File: config.mk
export PLATFORM = sky130hd
export DESIGN_NAME = midi_stream_parser
export DESIGN_NICKNAME = d
export VERILOG_FILES = /design/src/sv/msp_pkg.sv /design/src/sv/midi_stream_parser.sv
export VERILOG_INCLUDE_DIRS = /design/src /design/src/sv
export SDC_FILE = /design/constraint.sdc
export NUM_CORES = 1
export LEC_CHECK = 0
export BUFFER_PORTS_ARGS = -buffer_cell sky130_fd_sc_hd__buf_2
export CAP_MARGIN = 20
export CORE_ASPECT_RATIO = 1.4
export CORE_MARGIN = 5
export CORE_UTILIZATION = 40
export DETAILED_ROUTE_END_ITERATION = 10
export PLACE_DENSITY = 0.6
export SYNTH_ARGS = -nofsm -noshare
export SYNTH_HDL_FRONTEND = slang
export SYNTH_SLANG_ARGS = --single-unit
File: constraint.sdc
create_clock -name clock -period 7.1 [get_ports clock]
set_clock_uncertainty 0.15 [all_clocks]
set_input_delay 1.775 -clock clock [delete_from_list [all_inputs] [get_ports clock]]
set_output_delay 1.775 -clock clock [all_outputs]
set_load 0.01 [all_outputs]
File: src/sv/midi_stream_parser_assert.svh
// Assertion macros shared by the parser RTL.
`ifndef MIDI_STREAM_PARSER_ASSERT_SVH
`define MIDI_STREAM_PARSER_ASSERT_SVH

// The consequent must hold in the same cycle as the antecedent.
`define MSP_ASSERT_NOW(label, clk, rst, ante, cons, msg) \
   label: assert property (@(posedge clk) disable iff (rst) (ante) |-> (cons)) \
      else $error(msg);

// The consequent must hold in the cycle after the antecedent.
`define MSP_ASSERT_NEXT(label, clk, rst, ante, cons, msg) \
   label: assert property (@(posedge clk) disable iff (rst) (ante) |=> (cons)) \
      else $error(msg);

`endif

File: src/sv/msp_pkg.sv
`default_nettype none

package msp_pkg;

   // Status byte decoding.
   localparam logic [3:0] TYPE_PROGRAM  = 4'hC;
   localparam logic [3:0] TYPE_PRESSURE = 4'hD;
   localparam logic [3:0] TYPE_SYSTEM   = 4'hF;
   localparam logic [7:0] COMMENT_STATUS = 8'hFF;

   // Result encodings.
   localparam logic       KIND_CHANNEL = 1'b0;
   localparam logic       KIND_TEXT    = 1'b1;
   localparam logic [1:0] LEN_SHORT    = 2'd2;
   localparam logic [1:0] LEN_LONG     = 2'd3;

endpackage

`default_nettype wire

File: src/sv/midi_stream_parser.sv
// MIDI serial byte-stream parser.
//
// Requests arrive on the req_ channel, one received byte (req_rx_byte) each,
// with req_valid/req_stall handshaking. Finished channel messages (types 0x8
// through 0xE, running status kept) and comment text bytes leave on the rsp_
// channel; rsp_kind tells them apart. The message FF 00 00 opens a comment
// whose next byte is its length; that many text bytes follow, the final one
// flagged by rsp_text_last. Bytes that finish nothing produce no response.
//
// Responses are registered: a byte's response is shown by the output
// register in the cycle after it is taken. One byte is accepted every cycle
// while the output register is empty or being drained in the same cycle.
// When the receiver holds rsp_stall with a response pending, req_stall is
// raised and the pending response and parser state hold until it is taken.
//
// Synchronous reset clears the parser: it waits for a status byte, running
// status is zero, no comment is open and no response is pending.
`default_nettype none

`include "midi_stream_parser_assert.svh"

module midi_stream_parser (
   input  wire logic       clock,
   input  wire logic       reset,
   input  wire logic       req_valid,
   output logic            req_stall,
   input  wire logic [7:0] req_rx_byte,
   output logic            rsp_valid,
   input  wire logic       rsp_stall,
   output logic            rsp_kind,
   output logic [7:0]      rsp_status_byte,
   output logic [6:0]      rsp_first_data,
   output logic [6:0]      rsp_second_data,
   output logic [1:0]      rsp_msg_length,
   output logic [7:0]      rsp_text_byte,
   output logic            rsp_text_last
);

   typedef enum logic [1:0] {
      PHASE_IDLE,
      PHASE_LENGTH,
      PHASE_TEXT
   } phase_type;

   phase_type  phase_ff, phase_in;
   logic       synced_ff, synced_in;
   logic [7:0] status_ff, status_in;
   logic       want_ff, want_in;
   logic [6:0] held_ff, held_in;
   logic [7:0] remain_ff, remain_in;

   logic       rsp_valid_ff;
   logic       kind_ff, kind_in;
   logic [7:0] status_out_ff, status_out_in;
   logic [6:0] first_ff, first_in;
   logic [6:0] second_ff, second_in;
   logic [1:0] length_ff, length_in;
   logic [7:0] text_ff, text_in;
   logic       last_ff, last_in;

   logic       emit;
   logic       accept;
   logic [7:0] remain_dec;
   logic       finish;
   logic       finish_two;
   logic [6:0] fin_d1;
   logic [6:0] fin_d2;

   assign req_stall = rsp_valid_ff && rsp_stall;
   assign accept    = req_valid && !req_stall;
   assign remain_dec = remain_ff - 8'd1;

   always_comb begin
      phase_in      = phase_ff;
      synced_in     = synced_ff;
      status_in     = status_ff;
      want_in       = want_ff;
      held_in       = held_ff;
      remain_in     = remain_ff;
      emit          = 1'b0;
      finish        = 1'b0;
      finish_two    = 1'b0;
      fin_d1        = req_rx_byte[6:0];
      fin_d2        = 7'd0;
      kind_in       = msp_pkg::KIND_CHANNEL;
      status_out_in = status_ff;
      first_in      = 7'd0;
      second_in     = 7'd0;
      length_in     = msp_pkg::LEN_SHORT;
      text_in       = 8'd0;
      last_in       = 1'b0;

      unique case (phase_ff)
         PHASE_LENGTH: begin
            // The length byte also replaces the running status.
            status_in = req_rx_byte;
            remain_in = req_rx_byte;
            want_in   = 1'b0;
            phase_in  = (req_rx_byte != 8'd0) ? PHASE_TEXT : PHASE_IDLE;
         end
         PHASE_TEXT: begin
            remain_in     = remain_dec;
            emit          = 1'b1;
            kind_in       = msp_pkg::KIND_TEXT;
            status_out_in = 8'd0;
            length_in     = 2'd0;
            text_in       = req_rx_byte;
            last_in       = (remain_dec == 8'd0);
            if (remain_dec == 8'd0) begin
               phase_in = PHASE_IDLE;
            end
         end
         default: begin
            phase_in = PHASE_IDLE;
            if (req_rx_byte[7]) begin
               synced_in = 1'b1;
               status_in = req_rx_byte;
               want_in   = 1'b0;
            end else if (synced_ff) begin
               if (want_ff) begin
                  want_in    = 1'b0;
                  finish     = 1'b1;
                  finish_two = 1'b1;
                  fin_d1     = held_ff;
                  fin_d2     = req_rx_byte[6:0];
               end else if (status_ff[7:4] == msp_pkg::TYPE_PROGRAM ||
                            status_ff[7:4] == msp_pkg::TYPE_PRESSURE) begin
                  finish = 1'b1;
               end else begin
                  held_in = req_rx_byte[6:0];
                  want_in = 1'b1;
               end
            end
         end
      endcase

      if (finish) begin
         first_in  = fin_d1;
         second_in = fin_d2;
         length_in = finish_two ? msp_pkg::LEN_LONG : msp_pkg::LEN_SHORT;
         if (finish_two && status_ff == msp_pkg::COMMENT_STATUS &&
             fin_d1 == 7'd0 && fin_d2 == 7'd0) begin
            phase_in = PHASE_LENGTH;
         end else if (status_ff[7] && status_ff[7:4] != msp_pkg::TYPE_SYSTEM) begin
            emit = 1'b1;
         end
      end
   end

   always_ff @(posedge clock) begin
      if (reset) begin
         phase_ff     <= PHASE_IDLE;
         synced_ff    <= 1'b0;
         status_ff    <= 8'd0;
         want_ff      <= 1'b0;
         held_ff      <= 7'd0;
         remain_ff    <= 8'd0;
         rsp_valid_ff <= 1'b0;
      end else begin
         if (accept) begin
            phase_ff     <= phase_in;
            synced_ff    <= synced_in;
            status_ff    <= status_in;
            want_ff      <= want_in;
            held_ff      <= held_in;
            remain_ff    <= remain_in;
            rsp_valid_ff <= emit;
         end else if (!rsp_stall) begin
            rsp_valid_ff <= 1'b0;
         end
      end
      if (accept && emit) begin
         kind_ff       <= kind_in;
         status_out_ff <= status_out_in;
         first_ff      <= first_in;
         second_ff     <= second_in;
         length_ff     <= length_in;
         text_ff       <= text_in;
         last_ff       <= last_in;
      end
   end

   assign rsp_valid       = rsp_valid_ff;
   assign rsp_kind        = kind_ff;
   assign rsp_status_byte = status_out_ff;
   assign rsp_first_data  = first_ff;
   assign rsp_second_data = second_ff;
   assign rsp_msg_length  = length_ff;
   assign rsp_text_byte   = text_ff;
   assign rsp_text_last   = last_ff;

   `MSP_ASSERT_NEXT(a_text_emits, clock, reset, accept && phase_ff == PHASE_TEXT, rsp_valid_ff && kind_ff == msp_pkg::KIND_TEXT, "text request did not produce a text response")
   `MSP_ASSERT_NOW(a_text_count, clock, reset, phase_ff == PHASE_TEXT, remain_ff != 8'd0, "text phase with no bytes remaining")
   `MSP_ASSERT_NOW(a_msg_length, clock, reset, rsp_valid_ff && kind_ff == msp_pkg::KIND_CHANNEL, length_ff == msp_pkg::LEN_SHORT || length_ff == msp_pkg::LEN_LONG, "channel message with bad length")
   `MSP_ASSERT_NOW(a_text_open, clock, reset, rsp_valid_ff && kind_ff == msp_pkg::KIND_TEXT && !last_ff, phase_ff == PHASE_TEXT, "comment closed before its last text byte")

endmodule

`default_nettype wire

==> results by group, run 1 <==
Floorplan
  • Core area: 6660 µm²
  • Starting Density: 41.3%
  • Die H: 108 µm
  • Die area: 8660 µm²
  • Row count: 35
  • Die Width: 80.1 µm
  • Io pins: 48

Synth
  • Syn_nets: 276
  • Post-synth EDFFs: 34
  • Ys flop type: edfxtp_1
  • Synth Register Bits: 62
  • Yosys warning count: 0
  • Post-synth top area cell: edfxtp_1
  • Top cell type's share of synthesized area: 37.1%
  • Synth Area per Inst: 10.6 µm²
  • Synth Cell Area: 2750 µm²
  • Top cells by area, synth: edfxtp_1 37%, dfxtp_1 20%, mux2i_1 5.8%
  • Post-Syn Instances: 260
  • Synth unique cells: 46
  • Async SR Flop Fraction: 0%
  • Seq/Total Area, Yosys: 57.5%

Placement
  • GP Congestion: 0.779
  • Dpl cells: 389
  • # port buffers: 47
  • DP Area: 3050 µm²
  • Final HPWL DP: 3.99 mm

Cells and area
  • Nets: 324
  • Finished Layout Cells: 405
  • Share of layout cells above drive strength 1: 21.4%
  • Post-route cell area: 3270 µm²
  • Synth-to-Final Area Change: 18.7%
  • N_diodes: 0
  • Core Util, Final: 49.1%

Critical path
  • Buf/Inv on CP: 2
  • Reg2reg setup slack: 4530 ps
  • CP arrival: 2170 ps
  • CP Depth: 3
  • Largest stage delay on the critical path: 160 ps
  • Worst r2r src: phase_ff[0]
  • Crit-path slowest cell: and2_1
  • CP cell instances: buf_2 -> and2_1 -> buf_2
  • Crit Path Class: input port to output port
  • CP endpoint kind: output port
  • Path depth of the worst reg2reg path: 7
  • Critical path startpoint category: input port
  • CP Capture Point: req_stall
  • Crit path launch: rsp_stall
  • Max FO, Critical Path: 2
  • Crit path required time: 5180 ps
  • RR Endpoint: rsp_first_data[1]
  • Crit path top cell by count: buf_2
  • Delay-heaviest family, CP: buffers and inverters

STA
  • Slew Limit Fails: 0
  • Fin crit period: 4100 ps
  • Setup violators final: 0
  • Slew margin rel.: 53.1%
  • Final period util: 57.7%
  • Final Hold Fails: 0
  • Fmax: 0.244 GHz
  • Unrepaired setup endpoints after global routing: no
  • Worst-margin pin slew: 701 ps
  • Total negative slack: 0 ps

Power and ir drop
  • Internal power: 0.586 mW
  • VDD IR max: 0.0000884 V
  • Net Sw Frac: 21.9%
  • P_sw: 0.164 mW
  • Pwr Density: 229 nW/µm²
  • Leakage power: 1.28 nW
  • Power share of the combinational group: 4.0%
  • Seq pwr share: 51.1%
  • Clock share of power: 44.9%

Global routing
  • GR Util All Layers: 15.1%
  • Largest net degree at the start of global routing: 35
  • Grt ovf: 0
  • Vias in the first global route: 1985
  • First-pass GRT wire length: 9.88 mm
  • Initial antenna violation count: 0

Clocking
  • Postcts setup bufs: 0
  • Sink Count: 62
  • CTS Buf Count: 9
  • Root Driver: clkbuf_8
  • Maximum clock path buffer count: 2
  • Hold-fix buffers, CTS: 0
  • Worst-Skew Late Latency: 340 ps
  • H-Tree Depth: 3
  • Worst-path clk slew: 70 ps
  • CTS tree: done
  • Post-CTS sizing: 0

Route
  • DR pass1 iterations: 4
  • DR WL/cell: 14.7 µm
  • Total number of vias: 2057
  • Starting DRT DRC Count: 155
  • Final ANT Viol Nets: 0
  • Detailed-route DRC error count: 0
  • Vias per cell: 5.08
  • WL final: 5.95 mm

Min path
  • HP Class: flop to flop

Outcome
  • Status: finished clean

Run
  • Max Cap Viol: 0
per-layer routing:
metal | vias to the layer above | share of wire (%) | wire length [µm] | global-route usage, %
met3 | 16 | 5.3 | 314 | 3.75
met5 | - | 0 | 0 | 0
met2 | 59 | 51 | 3020 | 24.8
met4 | 0 | 3.2 | 191 | 9.18
met1 | 959 | 41 | 2420 | 17.6
li1 | 1023 | - | - | -
power by group through the flow:
stage	logic, mW	registers, mW	clock network (mW)
floorplan	0.0206	0.389	0
global placement	0.0299	0.391	0
detailed placement	0.0303	0.391	0
CTS	0.0305	0.383	0.344
global route	0.0337	0.383	0.364
finish	0.0302	0.383	0.337
worst register-to-register path: cells and delay by family (launching register included):
| kind | cells | cell delay [ps] |
|---|---|---|
| AOI/OAI and AO/OA | 1 | 240 |
| adders and majority gates | 1 | 350 |
| buffers and inverters | 2 | 430 |
| DFF | 1 | 360 |
| and+or+nand+nor | 3 | 670 |
final cells by class:
class / instances / area (µm²)
inverter: 7 / 26.3
multi-input combinational: 179 / 1080
clock buffer: 9 / 124
clock inverter: 7 / 88.8
sequential: 62 / 1580
timing repair buffer: 49 / 250
fill: 672 / 3390
tap: 92 / 115
cells in the final DEF, fill, tap and decap left out, types with 2 or more instances in the layout:
cell	count
nand4_1	2
o211ai_1	3
buf_4	2
o22ai_1	3
nor2_1	33
mux2i_1	16
edfxtp_1	34
xnor2_1	2
nand3b_1	2
buf_2	47
and2_1	9
nand2b_1	2
and3_1	6
a22oi_1	3
nand2_1	28
dfxtp_1	28
nor4_1	3
o21a_1	3
a211oi_1	2
bufinv_16	2
inv_1	6
a21oi_1	17
nor2b_1	10
clkbuf_8	9
ha_1	4
nand3_1	3
nor3_1	6
or4_1	2
o21ai_0	4
clkinv_1	3
cell usage after synthesis (4+ instances only):
cell,n
nand2_1,28
clkbuf_1,7
mux2i_1,16
nor2_1,34
and2_1,9
edfxtp_1,34
o21ai_0,4
a21oi_1,17
nor3_1,6
inv_1,6
nor2b_1,10
ha_1,4
and3_1,6
dfxtp_1,28
sequential cells by signal (all words and copies together), names as in the netlist:
name,count
remain_ff,8
rsp_status_byte,8
rsp_text_byte,8
status_ff,8
held_ff,7
rsp_first_data,7
rsp_second_data,7
phase_ff,2
rsp_msg_length,2
rsp_kind,1
rsp_text_last,1
rsp_valid,1
synced_ff,1
want_ff,1
worst min-delay path by stage:
| stage | from | end | slack (ps) | cells after the start |
|---|---|---|---|---|
| after floorplan | synced_ff | synced_ff | 310 | 2 |
| after global placement | synced_ff | synced_ff | 330 | 2 |
| after detailed placement | synced_ff | synced_ff | 340 | 2 |
| after CTS | synced_ff | synced_ff | 350 | 2 |
| after global routing | remain_ff[1] | remain_ff[1] | 400 | 2 |
| final | synced_ff | synced_ff | 350 | 2 |
kinds of logic (layout without fill, tap and decap cells):
kind of cell               Yosys count  after routing  share of synthesized area, %
muxes                               16             16                          5.82
DFF                                 62             62                          57.5
buffers and inverters               19             72                          3.32
xor gates and xnor gates             3              3                         0.955
adders and majority gates            4              4                          1.82
and+or+nand+nor                    114            114                          21.0
AOI/OAI and AO/OA                   42             42                          9.64
per-stage QoR:
stage / setup WS (ps) / total power [mW] / hold slack, ps
global route: 2980 / 0.781 / 402
detailed placement: 3000 / 0.421 / 336
global placement: 3000 / 0.421 / 331
finish: 3000 / 0.750 / 352
CTS: 3000 / 0.757 / 354
floorplan: 2720 / 0.410 / 311
(Power assumes the default switching activity.)
==> run 2, diff against run 1 <==
- clock period: 7.1 -> 3.78 ns (I/O delays scaled with it)
==> run 2 against run 1 <==
Effect of this change: highest routed layer unchanged; utilization rose by 0.66 points; critical path depth grew 4; largest cell class unchanged; critical path type is now flop to flop; die area unchanged.
==> results by group, run 2 (synthesized netlist as in run 1, its figures left out) <==
Min path
  • HP Class: flop to flop
  • Worst hold path startpoint: synced_ff
  • Worst Hold Path EP: synced_ff
  • Hold-critical path depth: 2 (unchanged)

STA
  • Slew margin rel.: 50.0% (-3.1 points)
  • Slew Limit Fails: 0 (unchanged)
  • Final period util: 69.0%
  • Fin crit period: 2610 ps
  • Fmax: 0.383 GHz
  • Worst-margin pin slew: 750 ps (+48.9 ps)
  • Final Hold Fails: 0 (unchanged)
  • Hold WS: 354 ps (+2.61 ps)
  • Setup violators final: 0 (unchanged)
  • Unrepaired setup endpoints after global routing: no
  • Total negative slack: 0 ps (unchanged)

Critical path
  • Worst r2r src: phase_ff[0]
  • Crit path required time: 3660 ps (-1520 ps)
  • Critical path startpoint category: flop
  • Path depth of the worst reg2reg path: 7 (unchanged)
  • CP Depth: 7 (+4)
  • Crit Path Class: flop to flop
  • Delay-heaviest family, CP: simple AND/OR/NAND/NOR gates
  • Buf/Inv on CP: 2 (unchanged)
  • CP endpoint kind: flop
  • Reg2reg setup slack: 1170 ps (-3360 ps)
  • RR Endpoint: rsp_second_data[1]
  • Crit-path slowest cell: nor2_2
  • Largest stage delay on the critical path: 400 ps (+240 ps)
  • CP cell instances: inv_1 -> ha_1 -> nand2_1 -> nor2_1 -> a31oi_1 -> nor2_2 -> buf_12
  • Max FO, Critical Path: 27 (+25)
  • CP arrival: 2490 ps (+320 ps)

Route
  • Vias per cell: 4.96 (-2.3%)
  • Total number of vias: 2019 (-1.8%)
  • Final ANT Viol Nets: 0 (unchanged)
  • Detailed-route DRC error count: 0 (unchanged)
  • DR pass1 iterations: 4 (unchanged)
  • DR WL/cell: 14.8 µm (+0.68%)
  • WL final: 6.02 mm (+1.2%)
  • Starting DRT DRC Count: 129 (-17%)

Floorplan
  • Starting Density: 41.3% (unchanged)
  • Die area: 8660 µm² (unchanged)
  • Io pins: 48 (unchanged)
  • Die H: 108 µm (unchanged)
  • Die Width: 80.1 µm (unchanged)
  • Row count: 35 (unchanged)
  • Core area: 6660 µm² (unchanged)

Placement
  • Dpl cells: 391 (+0.51%)
  • Final HPWL DP: 4.17 mm (+4.6%)
  • DP Area: 3080 µm² (+0.90%)
  • # port buffers: 47 (unchanged)
  • GP Congestion: 0.745 (-4.3%)

Power and ir drop
  • Seq pwr share: 49.4% (-1.7 points)
  • Net Sw Frac: 19.7% (-2.1 points)
  • Internal power: 1.17 mW (+99%)
  • Design Power: 1.46 mW (+94%)
  • VDD IR max: 0.000285 V (+220%)
  • Pwr Density: 440 nW/µm² (+92%)
  • Power share of the combinational group: 3.9% (about the same)
  • P_sw: 0.287 mW (+75%)
  • Clock share of power: 46.6% (+1.7 points)
  • Leakage power: 1.33 nW (+4.4%)

Outcome
  • Status: finished clean

Global routing
  • Initial antenna violation count: 0 (unchanged)
  • Largest net degree at the start of global routing: 33 (-5.7%)
  • Grt ovf: 0 (unchanged)
  • First-pass GRT wire length: 9.55 mm (-3.4%)
  • Vias in the first global route: 1905 (-4.0%)
  • GR Util All Layers: 14.5% (-0.64 points)

Cells and area
  • Commonest non-fill, non-tap cell in the layout: buf_2
  • Nets: 326 (+0.62%)
  • Share of layout cells above drive strength 1: 21.3% (-0.14 points)
  • Finished Layout Cells: 407 (+0.49%)
  • Synth-to-Final Area Change: 20.3%
  • N_diodes: 0 (unchanged)
  • Commonest non-fill, non-tap cells in the layout: 47 x buf_2, 34 x edfxtp_1, 33 x nor2_1
  • Post-route cell area: 3310 µm² (+1.3%)

Clocking
  • Maximum clock path buffer count: 2 (unchanged)
  • CTS tree: done
  • Post-CTS sizing: 0 (unchanged)
  • Hold-fix buffers, CTS: 0 (unchanged)
  • Worst-path clk slew: 70 ps (about the same)
  • Worst-Skew Late Latency: 330 ps (about the same)
  • Sink Count: 62 (unchanged)
  • H-Tree Depth: 3 (unchanged)
  • CTS Buf Count: 9 (unchanged)
  • Postcts setup bufs: 0 (unchanged)
  • Root Driver: clkbuf_8

Run
  • Max Cap Viol: 0 (unchanged)
[run 2: cell types whose count changed in the layout (fill, tap and decap cells not counted)]
cell and change:
clkinvlp_4 -1, clkinv_2 -1, bufinv_16 +1, buf_12 +1, buf_4 +1, clkbuf_1 +2
clkinv_4 -1
[run 2: cell type report]
| class | instances | area (µm²) |
|---|---|---|
| clock buffer | 11 | 131 |
| clock inverter | 5 | 97.6 |
| fill | 658 | 3350 |
| inverter | 7 | 26.3 |
| multi-input combinational | 179 | 1080 |
| sequential | 62 | 1580 |
| tap | 92 | 115 |
| timing repair buffer | 51 | 278 |
[run 2: worst reg2reg max path: stages (launching register included)]
cell	delay, ps
dfxtp_1	370
inv_1	70
ha_1	350
nand2_1	120
nor2_1	380
a31oi_1	220
nor2_2	400
buf_12	240
[run 2: power by group through the flow]
| stage | combinational, mW | clock [mW] | sequential [mW] |
|---|---|---|---|
| after CTS | 0.0576 | 0.692 | 0.719 |
| final | 0.0573 | 0.679 | 0.720 |
| after global routing | 0.0633 | 0.718 | 0.720 |
| after detailed placement | 0.0572 | 0 | 0.734 |
| after global placement | 0.0567 | 0 | 0.734 |
| after floorplan | 0.0386 | 0 | 0.731 |
[run 2: per-stage QoR]
step / worst slack (ps) / util (%)
final: 1170 / 49.7
after global routing: 899 / 49.7
after CTS: 1160 / 49.7
after detailed placement: 924 / 46.3
after global placement: 981 / 46.3
after floorplan: 226 / -
[run 2: per-layer routing]
metal / global-route usage (%) / routed length [µm] / vias up
met2: 24.2 / 3050 / 42
met3: 4.08 / 208 / 14
met5: 0 / 0 / -
met4: 7.61 / 189 / 0
met1: 16.7 / 2570 / 938
li1: - / - / 1025
[run 2: worst max-delay path by stage]
stage | end | slack (ps) | startpoint
global placement | rsp_text_byte[2] | 980 | req_rx_byte[7]
global route | rsp_second_data[3] | 900 | phase_ff[0]
finish | rsp_second_data[1] | 1170 | phase_ff[0]
floorplan | rsp_first_data[0] | 230 | req_rx_byte[7]
CTS | rsp_second_data[1] | 1160 | phase_ff[0]
detailed placement | rsp_text_byte[2] | 920 | req_rx_byte[7]
==> run 3, diff against run 2 <==
- clock period: 3.78 -> 2.7 ns (I/O delays scaled with it)
==> run 3 against run 2 <==
Effect of this change: non-clock buffer count up 4; sequential power rose by 40%; worst hold slack better by 6.2 ps; register-to-register slack worse by 780 ps; maximum frequency increased by 13%; clock-buffer cell count is the same; utilization is 0.17 points lower; die area unchanged; worst setup slack worse by 780 ps; sequential share of layout area increased by 0.16 points; via count increased by 4.0%; global-route usage rose by 0.14 points.
==> results by group, run 3 (synthesized netlist as in run 1, its figures left out) <==
Critical path
  • Crit path required time: 2760 ps (-900 ps)
  • Reg2reg setup slack: 390 ps (-780 ps)
  • Crit Path Class: flop to flop
  • CP endpoint kind: flop
  • CP arrival: 2360 ps (-130 ps)
  • Max FO, Critical Path: 7 (-74%)
  • Critical path startpoint category: flop

Clocking
  • CTS Buf Count: 9 (unchanged)
  • CTS tree: done
  • Postcts setup bufs: 0 (unchanged)
  • Worst-Skew Late Latency: 330 ps (about the same)
  • Post-CTS sizing: 0 (unchanged)
  • Maximum clock path buffer count: 2 (unchanged)
  • Sink Count: 62 (unchanged)
  • Root Driver: clkbuf_8
  • H-Tree Depth: 3 (unchanged)
  • Hold-fix buffers, CTS: 0 (unchanged)
  • Worst-path clk slew: 60 ps (about the same)

STA
  • Setup violators final: 0 (unchanged)
  • Final period util: 85.4% (+16 points)
  • Slew Limit Fails: 0 (unchanged)
  • Hold WS: 361 ps (+6.23 ps)
  • Unrepaired setup endpoints after global routing: no
  • Worst-margin pin slew: 645 ps (-105 ps)
  • Fmax: 0.433 GHz (+13%)
  • Fin crit period: 2310 ps (-302 ps)
  • Final Hold Fails: 0 (unchanged)
  • Slew margin rel.: 57.0% (+7.0 points)
  • Total negative slack: 0 ps (unchanged)

Global routing
  • First-pass GRT wire length: 9.63 mm (+0.80%)
  • GR Util All Layers: 14.6% (+0.14 points)
  • Grt ovf: 0 (unchanged)
  • Largest net degree at the start of global routing: 35 (+6.1%)
  • Vias in the first global route: 1960 (+2.9%)
  • Initial antenna violation count: 0 (unchanged)

Floorplan
  • Io pins: 48 (unchanged)
  • Die Width: 80.1 µm (unchanged)
  • Core area: 6660 µm² (unchanged)
  • Die area: 8660 µm² (unchanged)
  • Die H: 108 µm (unchanged)
  • Row count: 35 (unchanged)
  • Starting Density: 41.3% (unchanged)

Cells and area
  • Nets: 330 (+1.2%)
  • Reg area: 1580 µm² (unchanged)
  • Fill cells: 663 (+0.76%)
  • Commonest non-fill, non-tap cells in the layout: 47 x buf_2, 34 x edfxtp_1, 33 x nor2_1
  • Share of layout cells above drive strength 1: 22.6% (+1.3 points)
  • Commonest non-fill, non-tap cell in the layout: buf_2
  • N_diodes: 0 (unchanged)
  • Synth-to-Final Area Change: 19.9%
  • Multi-input gate area: 1090 µm² (+0.46%)

Placement
  • Final HPWL DP: 4.13 mm (-1.0%)
  • # port buffers: 47 (unchanged)
  • GP Congestion: 0.762 (+2.3%)

Power and ir drop
  • VDD IR max: 0.000201 V (-30%)
  • Leakage power: 1.33 nW (about the same)
  • Pwr Density: 562 nW/µm² (+28%)

Route
  • Starting DRT DRC Count: 125 (-3.1%)
  • DR WL/cell: 14.4 µm (-2.8%)
  • Vias per cell: 5.11 (+3.0%)
  • DR pass1 iterations: 4 (unchanged)
  • Detailed-route DRC error count: 0 (unchanged)
  • Total number of vias: 2099 (+4.0%)
  • WL final: 5.91 mm (-1.8%)
  • Final ANT Viol Nets: 0 (unchanged)

Run
  • Max Cap Viol: 0 (unchanged)

Outcome
  • Status: finished clean

Min path
  • HP Class: flop to flop
## run 3: per-stage QoR
| stage | setup slack [ps] | std cells | power, mW | instance area (µm²) | util (%) |
|---|---|---|---|---|---|
| final | 393 | 411 | 1.86 | 3300 | 49.6 |
| after global routing | 184 | 411 | 1.92 | 3300 | 49.6 |
| after CTS | 367 | 411 | 1.87 | 3300 | 49.6 |
| after detailed placement | 288 | 395 | 1.11 | 3120 | 46.8 |
| after global placement | 364 | 395 | 1.11 | 3120 | 46.8 |
| after floorplan | 310 | 260 | 1.08 | 2760 | - |
## run 3: path summary, 6_finish.rpt
check | cells after the start | start | end
min | 2 | synced_ff | synced_ff
max reg2reg | 7 | remain_ff[0] | rsp_text_last
max | 7 | remain_ff[0] | rsp_text_last
min reg2reg | 2 | synced_ff | synced_ff
## run 3: critical path: stages (launching register included)
cell and delay, ps:
dfxtp_1 370, inv_1 80, ha_1 210, nor3b_1 460
xnor2_1 180, nand3_1 90, a211oi_1 450, and2_1 190
## run 3: final cells by class
type                            count  area share [%]
Timing Repair Buffer               55            9.33
Clock buffer                       11            3.98
Tap cell                           92            3.49
Clock inverter                      5            1.55
Multi-Input combinational cell    179            32.9
Sequential cell                    62            47.9
Inverter                            7           0.796
## run 3: power by group
part | switching [mW] | total (mW) | internal, mW
sequential | 0.00973 | 1.01 | 0.997
clock | 0.347 | 0.767 | 0.420
combinational | 0.0495 | 0.0812 | 0.0317
## run 3: metal layers
metal / routed length, µm / track usage [%]
met3: 338 / 3.33
met1: 2400 / 17.3
met2: 3040 / 24.4
met5: 0 / 0
met4: 120 / 7.73
